## src/sv/sldf_pkg.sv

```systemverilog
// Shared types and constants for the sync/length/checksum deframer.
// No dependencies.
package sldf_pkg;

  localparam int unsigned CFG_INDEX_W = 1;
  localparam int unsigned CFG_DATA_W  = 32;

  typedef enum logic [CFG_INDEX_W-1:0] {
    CFG_SYNC_WORD = 1'd0,
    CFG_MAX_LEN   = 1'd1
  } cfg_index_t;

  localparam logic [31:0] SYNC_WORD_RESET = 32'h524D_4354;
  localparam logic [6:0]  MAX_LEN_RESET   = 7'd126;
  localparam logic [7:0]  MIN_LEN         = 8'd2;
  localparam logic [7:0]  CLEN_XOR        = 8'hFF;

  typedef enum logic [2:0] {
    KIND_PAYLOAD  = 3'd0,
    KIND_GOOD     = 3'd1,
    KIND_BAD_LEN  = 3'd2,
    KIND_BAD_CLEN = 3'd3,
    KIND_BAD_SUM  = 3'd4
  } kind_t;

  typedef struct packed {
    kind_t      kind;
    logic [7:0] data_byte;
    logic [6:0] position;
    logic       frame_end;
  } result_t;

endpackage

```

## src/sv/sync_length_checksum_deframer.sv

```systemverilog
// Sync-word / length / checksum deframer, top level.
// Depends on sldf_pkg.
// A result is registered in out_r, or in skid_r while out_* is stalled.
// Throughput: one byte per cycle while in_stall is low; a two-entry output stage (register + skid)
// lets input continue while a result waits, in_stall is the skid-full flag.
// Reset (synchronous, rst_n low): hunt for first sync byte, output empty,
// registers back to their defaults.
module sync_length_checksum_deframer #(
  parameter int unsigned FRAME_BUFFER_BYTES = 128
) (
  input  logic                               clk,
  input  logic                               rst_n,
  input  logic                               cfg_we,
  input  logic [sldf_pkg::CFG_INDEX_W-1:0]   cfg_index,
  input  logic [sldf_pkg::CFG_DATA_W-1:0]    cfg_wdata,
  input  logic                               in_valid,
  output logic                               in_stall,
  input  logic [7:0]                         in_rx_byte,
  output logic                               out_valid,
  input  logic                               out_stall,
  output logic [2:0]                         out_kind,
  output logic [7:0]                         out_data_byte,
  output logic [6:0]                         out_position,
  output logic                               out_frame_end
);
  import sldf_pkg::*;

  localparam logic [8:0] LEN_LIMIT = 9'(FRAME_BUFFER_BYTES - 2);

  typedef enum logic [2:0] {
    PH_SYNC0   = 3'd0,
    PH_SYNC1   = 3'd1,
    PH_SYNC2   = 3'd2,
    PH_SYNC3   = 3'd3,
    PH_LEN     = 3'd4,
    PH_CLEN    = 3'd5,
    PH_PAYLOAD = 3'd6,
    PH_SUM     = 3'd7
  } phase_t;

  logic [31:0] sync_word_r;
  logic [6:0]  max_len_r;

  phase_t      phase_r, phase_nxt;
  logic [7:0]  sum_r, sum_nxt;
  logic [6:0]  len_r, len_nxt;
  logic [6:0]  count_r, count_nxt;

  result_t     out_r, skid_r, res;
  logic        out_valid_r, skid_valid_r;
  logic        res_valid;
  logic        in_fire, out_fire;
  logic [7:0]  expect_byte;
  logic [6:0]  count_inc;
  logic [6:0]  need;

  assign in_stall = skid_valid_r;
  assign in_fire  = in_valid && !skid_valid_r;
  assign out_fire = out_valid_r && !out_stall;

  assign out_valid     = out_valid_r;
  assign out_kind      = out_r.kind;
  assign out_data_byte = out_r.data_byte;
  assign out_position  = out_r.position;
  assign out_frame_end = out_r.frame_end;

  assign count_inc = count_r + 7'd1;
  assign need      = len_r - 7'(MIN_LEN);

  always_comb begin
    case (phase_r)
      PH_SYNC0: expect_byte = sync_word_r[31:24];
      PH_SYNC1: expect_byte = sync_word_r[23:16];
      PH_SYNC2: expect_byte = sync_word_r[15:8];
      default:  expect_byte = sync_word_r[7:0];
    endcase
  end

  always_comb begin
    phase_nxt = phase_r;
    len_nxt   = len_r;
    count_nxt = count_r;
    sum_nxt   = (phase_r == PH_SYNC0) ? in_rx_byte : sum_r + in_rx_byte;
    res_valid = 1'b0;
    res       = '{kind: KIND_PAYLOAD, data_byte: 8'd0, position: 7'd0, frame_end: 1'b1};
    case (phase_r)
      PH_SYNC0, PH_SYNC1, PH_SYNC2, PH_SYNC3: begin
        phase_nxt = (in_rx_byte == expect_byte) ? phase_t'(phase_r + 3'd1) : PH_SYNC0;
      end
      PH_LEN: begin
        if (in_rx_byte < MIN_LEN || in_rx_byte > {1'b0, max_len_r} ||
            {1'b0, in_rx_byte} > LEN_LIMIT) begin
          phase_nxt = PH_SYNC0;
          res_valid = 1'b1;
          res.kind  = KIND_BAD_LEN;
        end else begin
          len_nxt   = in_rx_byte[6:0];
          phase_nxt = PH_CLEN;
        end
      end
      PH_CLEN: begin
        if ((in_rx_byte ^ {1'b0, len_r}) != CLEN_XOR) begin
          phase_nxt = PH_SYNC0;
          res_valid = 1'b1;
          res.kind  = KIND_BAD_CLEN;
        end else begin
          count_nxt = 7'd0;
          phase_nxt = PH_PAYLOAD;
        end
      end
      PH_PAYLOAD: begin
        count_nxt     = count_inc;
        if (count_inc >= need) phase_nxt = PH_SUM;
        res_valid     = 1'b1;
        res.kind      = KIND_PAYLOAD;
        res.data_byte = in_rx_byte;
        res.position  = count_r;
        res.frame_end = 1'b0;
      end
      default: begin
        phase_nxt = PH_SYNC0;
        res_valid = 1'b1;
        if (sum_nxt != 8'd0) begin
          res.kind = KIND_BAD_SUM;
        end else begin
          res.kind     = KIND_GOOD;
          res.position = count_r;
        end
      end
    endcase
  end

  always_ff @(posedge clk) begin
    if (!rst_n) begin
      sync_word_r  <= SYNC_WORD_RESET;
      max_len_r    <= MAX_LEN_RESET;
      phase_r      <= PH_SYNC0;
      sum_r        <= 8'd0;
      len_r        <= 7'd0;
      count_r      <= 7'd0;
      out_valid_r  <= 1'b0;
      skid_valid_r <= 1'b0;
    end else begin
      if (cfg_we) begin
        case (cfg_index)
          CFG_SYNC_WORD: sync_word_r <= cfg_wdata;
          CFG_MAX_LEN:   max_len_r   <= cfg_wdata[6:0];
          default: ;
        endcase
      end
      if (in_fire) begin
        phase_r <= phase_nxt;
        sum_r   <= sum_nxt;
        len_r   <= len_nxt;
        count_r <= count_nxt;
      end
      if (skid_valid_r) begin
        if (out_fire) begin
          out_r        <= skid_r;
          skid_valid_r <= 1'b0;
        end
      end else if (in_fire && res_valid) begin
        if (!out_valid_r || out_fire) begin
          out_r       <= res;
          out_valid_r <= 1'b1;
        end else begin
          skid_r       <= res;
          skid_valid_r <= 1'b1;
        end
      end else if (out_fire) begin
        out_valid_r <= 1'b0;
      end
    end
  end

endmodule

```

## config.mk

```make
export PLATFORM = sky130hd
export DESIGN_NAME = sync_length_checksum_deframer
export DESIGN_NICKNAME = d
export VERILOG_FILES = /design/src/sv/sldf_pkg.sv /design/src/sv/sync_length_checksum_deframer.sv
export SDC_FILE = /design/constraint.sdc
export NUM_CORES = 1
export LEC_CHECK = 0
export ABC_AREA = 1
export BUFFER_PORTS_ARGS = -buffer_cell sky130_fd_sc_hd__buf_2
export CAP_MARGIN = 10
export CORE_ASPECT_RATIO = 0.7
export CORE_MARGIN = 2
export CORE_UTILIZATION = 35
export DETAILED_ROUTE_END_ITERATION = 12
export GPL_TIMING_DRIVEN = 0
export RECOVER_POWER = 50
export REMOVE_ABC_BUFFERS = 1
export SLEW_MARGIN = 20
export SYNTH_ARGS = -nofsm -noshare
export SYNTH_HDL_FRONTEND = slang
export SYNTH_SLANG_ARGS = --single-unit
```

## constraint.sdc

```tcl
create_clock -name clk -period 8.6 [get_ports clk]
set_clock_uncertainty 0.15 [all_clocks]
set_input_delay 0 -clock clk [delete_from_list [all_inputs] [get_ports clk]]
set_output_delay 0 -clock clk [all_outputs]
set_load 0.02 [all_outputs]
```

==> flow_metrics.env <==
export IMPL_hold_violations=0
export IMPL_core_area_mm2=0.01615
export IMPL_start_util=0.3536
export IMPL_hold_start="in_valid"
export IMPL_ys_types=43
export IMPL_ant_nets=0
export IMPL_cts_buffer_depth=2
export IMPL_netlist_area_mm2=0.005712
export IMPL_gp_congestion=0.8401
export IMPL_path_class="flop to flop"
export IMPL_yosysWarnings=0
export IMPL_num_antenna_cells=0
export IMPL_worstPathRequired_ns=8.57
export IMPL_cts_sinks=104
export IMPL_rr_startpoint="in_stall$_SDFF_PN0_"
export IMPL_netlist_instances=752
export IMPL_initialDrtViolationCount=328
export IMPL_grt_max_degree=55
export IMPL_cts_tree="done"
export IMPL_overflow=0
export IMPL_first_pass_iters=5
export IMPL_synth_top_area_share=0.2313
export IMPL_cp_arrival_ns=3.54
export IMPL_relSlewSlack=0.3147
export IMPL_finalPower_mw=1.081
export IMPL_end_kind="flop"
export IMPL_nets=926
export IMPL_io_buffers=66
export IMPL_wire_per_inst_um=13.58
export IMPL_ios=67
export IMPL_antenna_found_initial=0
export IMPL_clk_latency_ns=0.36
export IMPL_p_leak_nw=3.186
export IMPL_worst_slew_pin_slew_ns=1.028
export IMPL_worstHoldPathType="input pin to flop"
export IMPL_drt_vias_per_instance=4.670
export IMPL_synth_edf_count=38
export IMPL_finalSetupViolCount=0
export IMPL_slew_viol_final=0
export IMPL_setup_tns_ns=0
export IMPL_ys_seq_area_frac=0.4311
export IMPL_die_height_um=110.9
export IMPL_yosysMostFrequentCell="nand2_1"
export IMPL_ctsResizeCount=0
export IMPL_syn_to_final_growth_pct=21.38
export IMPL_dp_hpwl_um=10200
export IMPL_stdcell_count=1081
export IMPL_post_route_min_period_ns=3.574
export IMPL_critPathLaunchType="flop"
export IMPL_vdd_ir_drop_max_uv=87.89
export IMPL_drive_gt1_frac=0.1063
export IMPL_routed_top_layer="met4"
export IMPL_drv_cap=0
export IMPL_route_met3_wl_um=876
export IMPL_period_share=0.4156
export IMPL_ctsHoldBuffers=46
export IMPL_rsz0062_at_grt="no"
export IMPL_first_global_vias=4767
export IMPL_synth_area_leaders="dfxtp_1 (23%), edfxtp_1 (20%), nand2_1 (14%), nand3_1 (6.9%), ha_1 (6.1%)"
export IMPL_rows=39
export IMPL_met1_length_um=7763
export IMPL_route_detailed_drc=0
export IMPL_synth_top_cell_by_area="dfxtp_1"
export IMPL_clk_pin_slew_worst_paths_ns=0.08
export IMPL_synth_common_cells="nand2_1 (208), inv_1 (79), nand3_1 (79), nor2_1 (77), dfxtp_1 (66)"
export IMPL_cts_setup_buffers=0
export IMPL_die_area_mm2=0.01737
export IMPL_dr_total_vias=5048
export IMPL_grt_usage=0.1773
export IMPL_cts_root_buf="clkbuf_16"
export IMPL_crit_path_start="in_stall$_SDFF_PN0_"
export IMPL_ys_async_sr_fraction=0
export IMPL_synth_area_per_cell_um2=7.595
export IMPL_synth_flop_cell="dfxtp_1"
export IMPL_wl_um=14680
export IMPL_outcome="finished clean"
export IMPL_met2_length_um=5791
export IMPL_dp_cells=1019
export IMPL_powerDensity_mw_per_mm2=155.9
export IMPL_grt_first_pass_wirelength_um=24210
export IMPL_ys_seq_elements=104
export IMPL_htree_levels=3
export IMPL_cp_max_fo=24
export IMPL_max_freq_mhz=279.8
export IMPL_cts_buffers=9
export IMPL_dieWidth_um=156.7
==> metrics by stage <==
step / utilization / worst slack (ns) / instance area, um^2 / hold WS (ns)
finish: 0.4292 / 5.026 / 6933 / 0.05550
detailed placement: 0.3845 / 5.095 / 6211 / 0.06732
global placement: 0.3820 / 4.628 / 6170 / 0.06396
floorplan: - / 5.643 / 5558 / -0.06589
CTS: 0.4322 / 5.095 / 6980 / 0.02868
global route: 0.4292 / 4.725 / 6933 / 0.07719
==> power breakdown <==
part	leakage, nW	total [mW]	internal, mW	switching (mW)
Combinational	2.16	0.118	0.0497	0.0681
Sequential	0.876	0.527	0.520	0.00658
Clock	0.155	0.436	0.233	0.203
Total	3.19	1.08	0.803	0.278
==> sequential cells by signal (all words and copies together), names as in the netlist <==
signal	count
in_stall	1
skid_r	19
out_valid	1
max_len_r	7
out_kind	3
phase_r	3
out_position	7
sum_r	8
out_data_byte	8
len_r	7
sync_word_r	32
count_r	7
out_frame_end	1
==> final timing paths <==
path / end / slack [ns] / cells after the start
setup / recovery: out_data_byte[6]$_DFFE_PP_ / 5.03 / 8
setup reg to reg: out_data_byte[6]$_DFFE_PP_ / 5.03 / 8
hold / removal: sum_r[5]$_SDFFE_PN0P_ / 0.06 / 4
hold reg to reg: sync_word_r[24]$_SDFFE_PN0P_ / 0.31 / 2
==> cells in the final DEF, fill, tap and decap left out, drive strengths merged, types with 3 or more instances in the layout <==
master / count
dfxtp: 66
dlygate4sd3: 46
nor2: 92
clkbuf: 34
o211ai: 16
o21ai: 37
buf: 44
nor3: 6
a21oi: 36
xor2: 8
xnor2: 4
edfxtp: 38
nand2: 210
ha: 28
clkinv: 3
nand3: 81
inv: 87
nand4: 9
==> final cells by class <==
class,count,area [um^2]
Clock buffer,9,225.2
Clock inverter,7,83.83
Fill cell,1653,9219
Inverter,84,327.8
Multi-Input combinational cell,537,2765
Sequential cell,104,2462
Tap cell,225,281.5
Timing Repair Buffer,115,787.0
==> kinds of logic after synthesis <==
| kind of cell | synth area share |
|---|---|
| simple gates | 0.3014 |
| buf+inv | 0.08433 |
| flops | 0.4311 |
| compound gates | 0.09989 |
| fa+ha+maj | 0.06484 |
| xor+xnor | 0.01840 |
==> layer usage <==
| layer | vias up | track usage |
|---|---|---|
| li1 | 2664 | - |
| met1 | 2234 | 0.2663 |
| met2 | 130 | 0.2535 |
| met3 | 20 | 0.03675 |
| met4 | 0 | 0.05443 |
| met5 | - | 0 |
==> critical path, cell delays in order (launching register included) <==
cell,delay (ns)
dfxtp_1,0.87
clkinv_1,0.74
nand2_1,0.49
inv_1,0.36
nand2_1,0.26
nand2_1,0.08
nand2_1,0.10
nor2_2,0.10
buf_6,0.17
(Power assumes the default switching activity.)
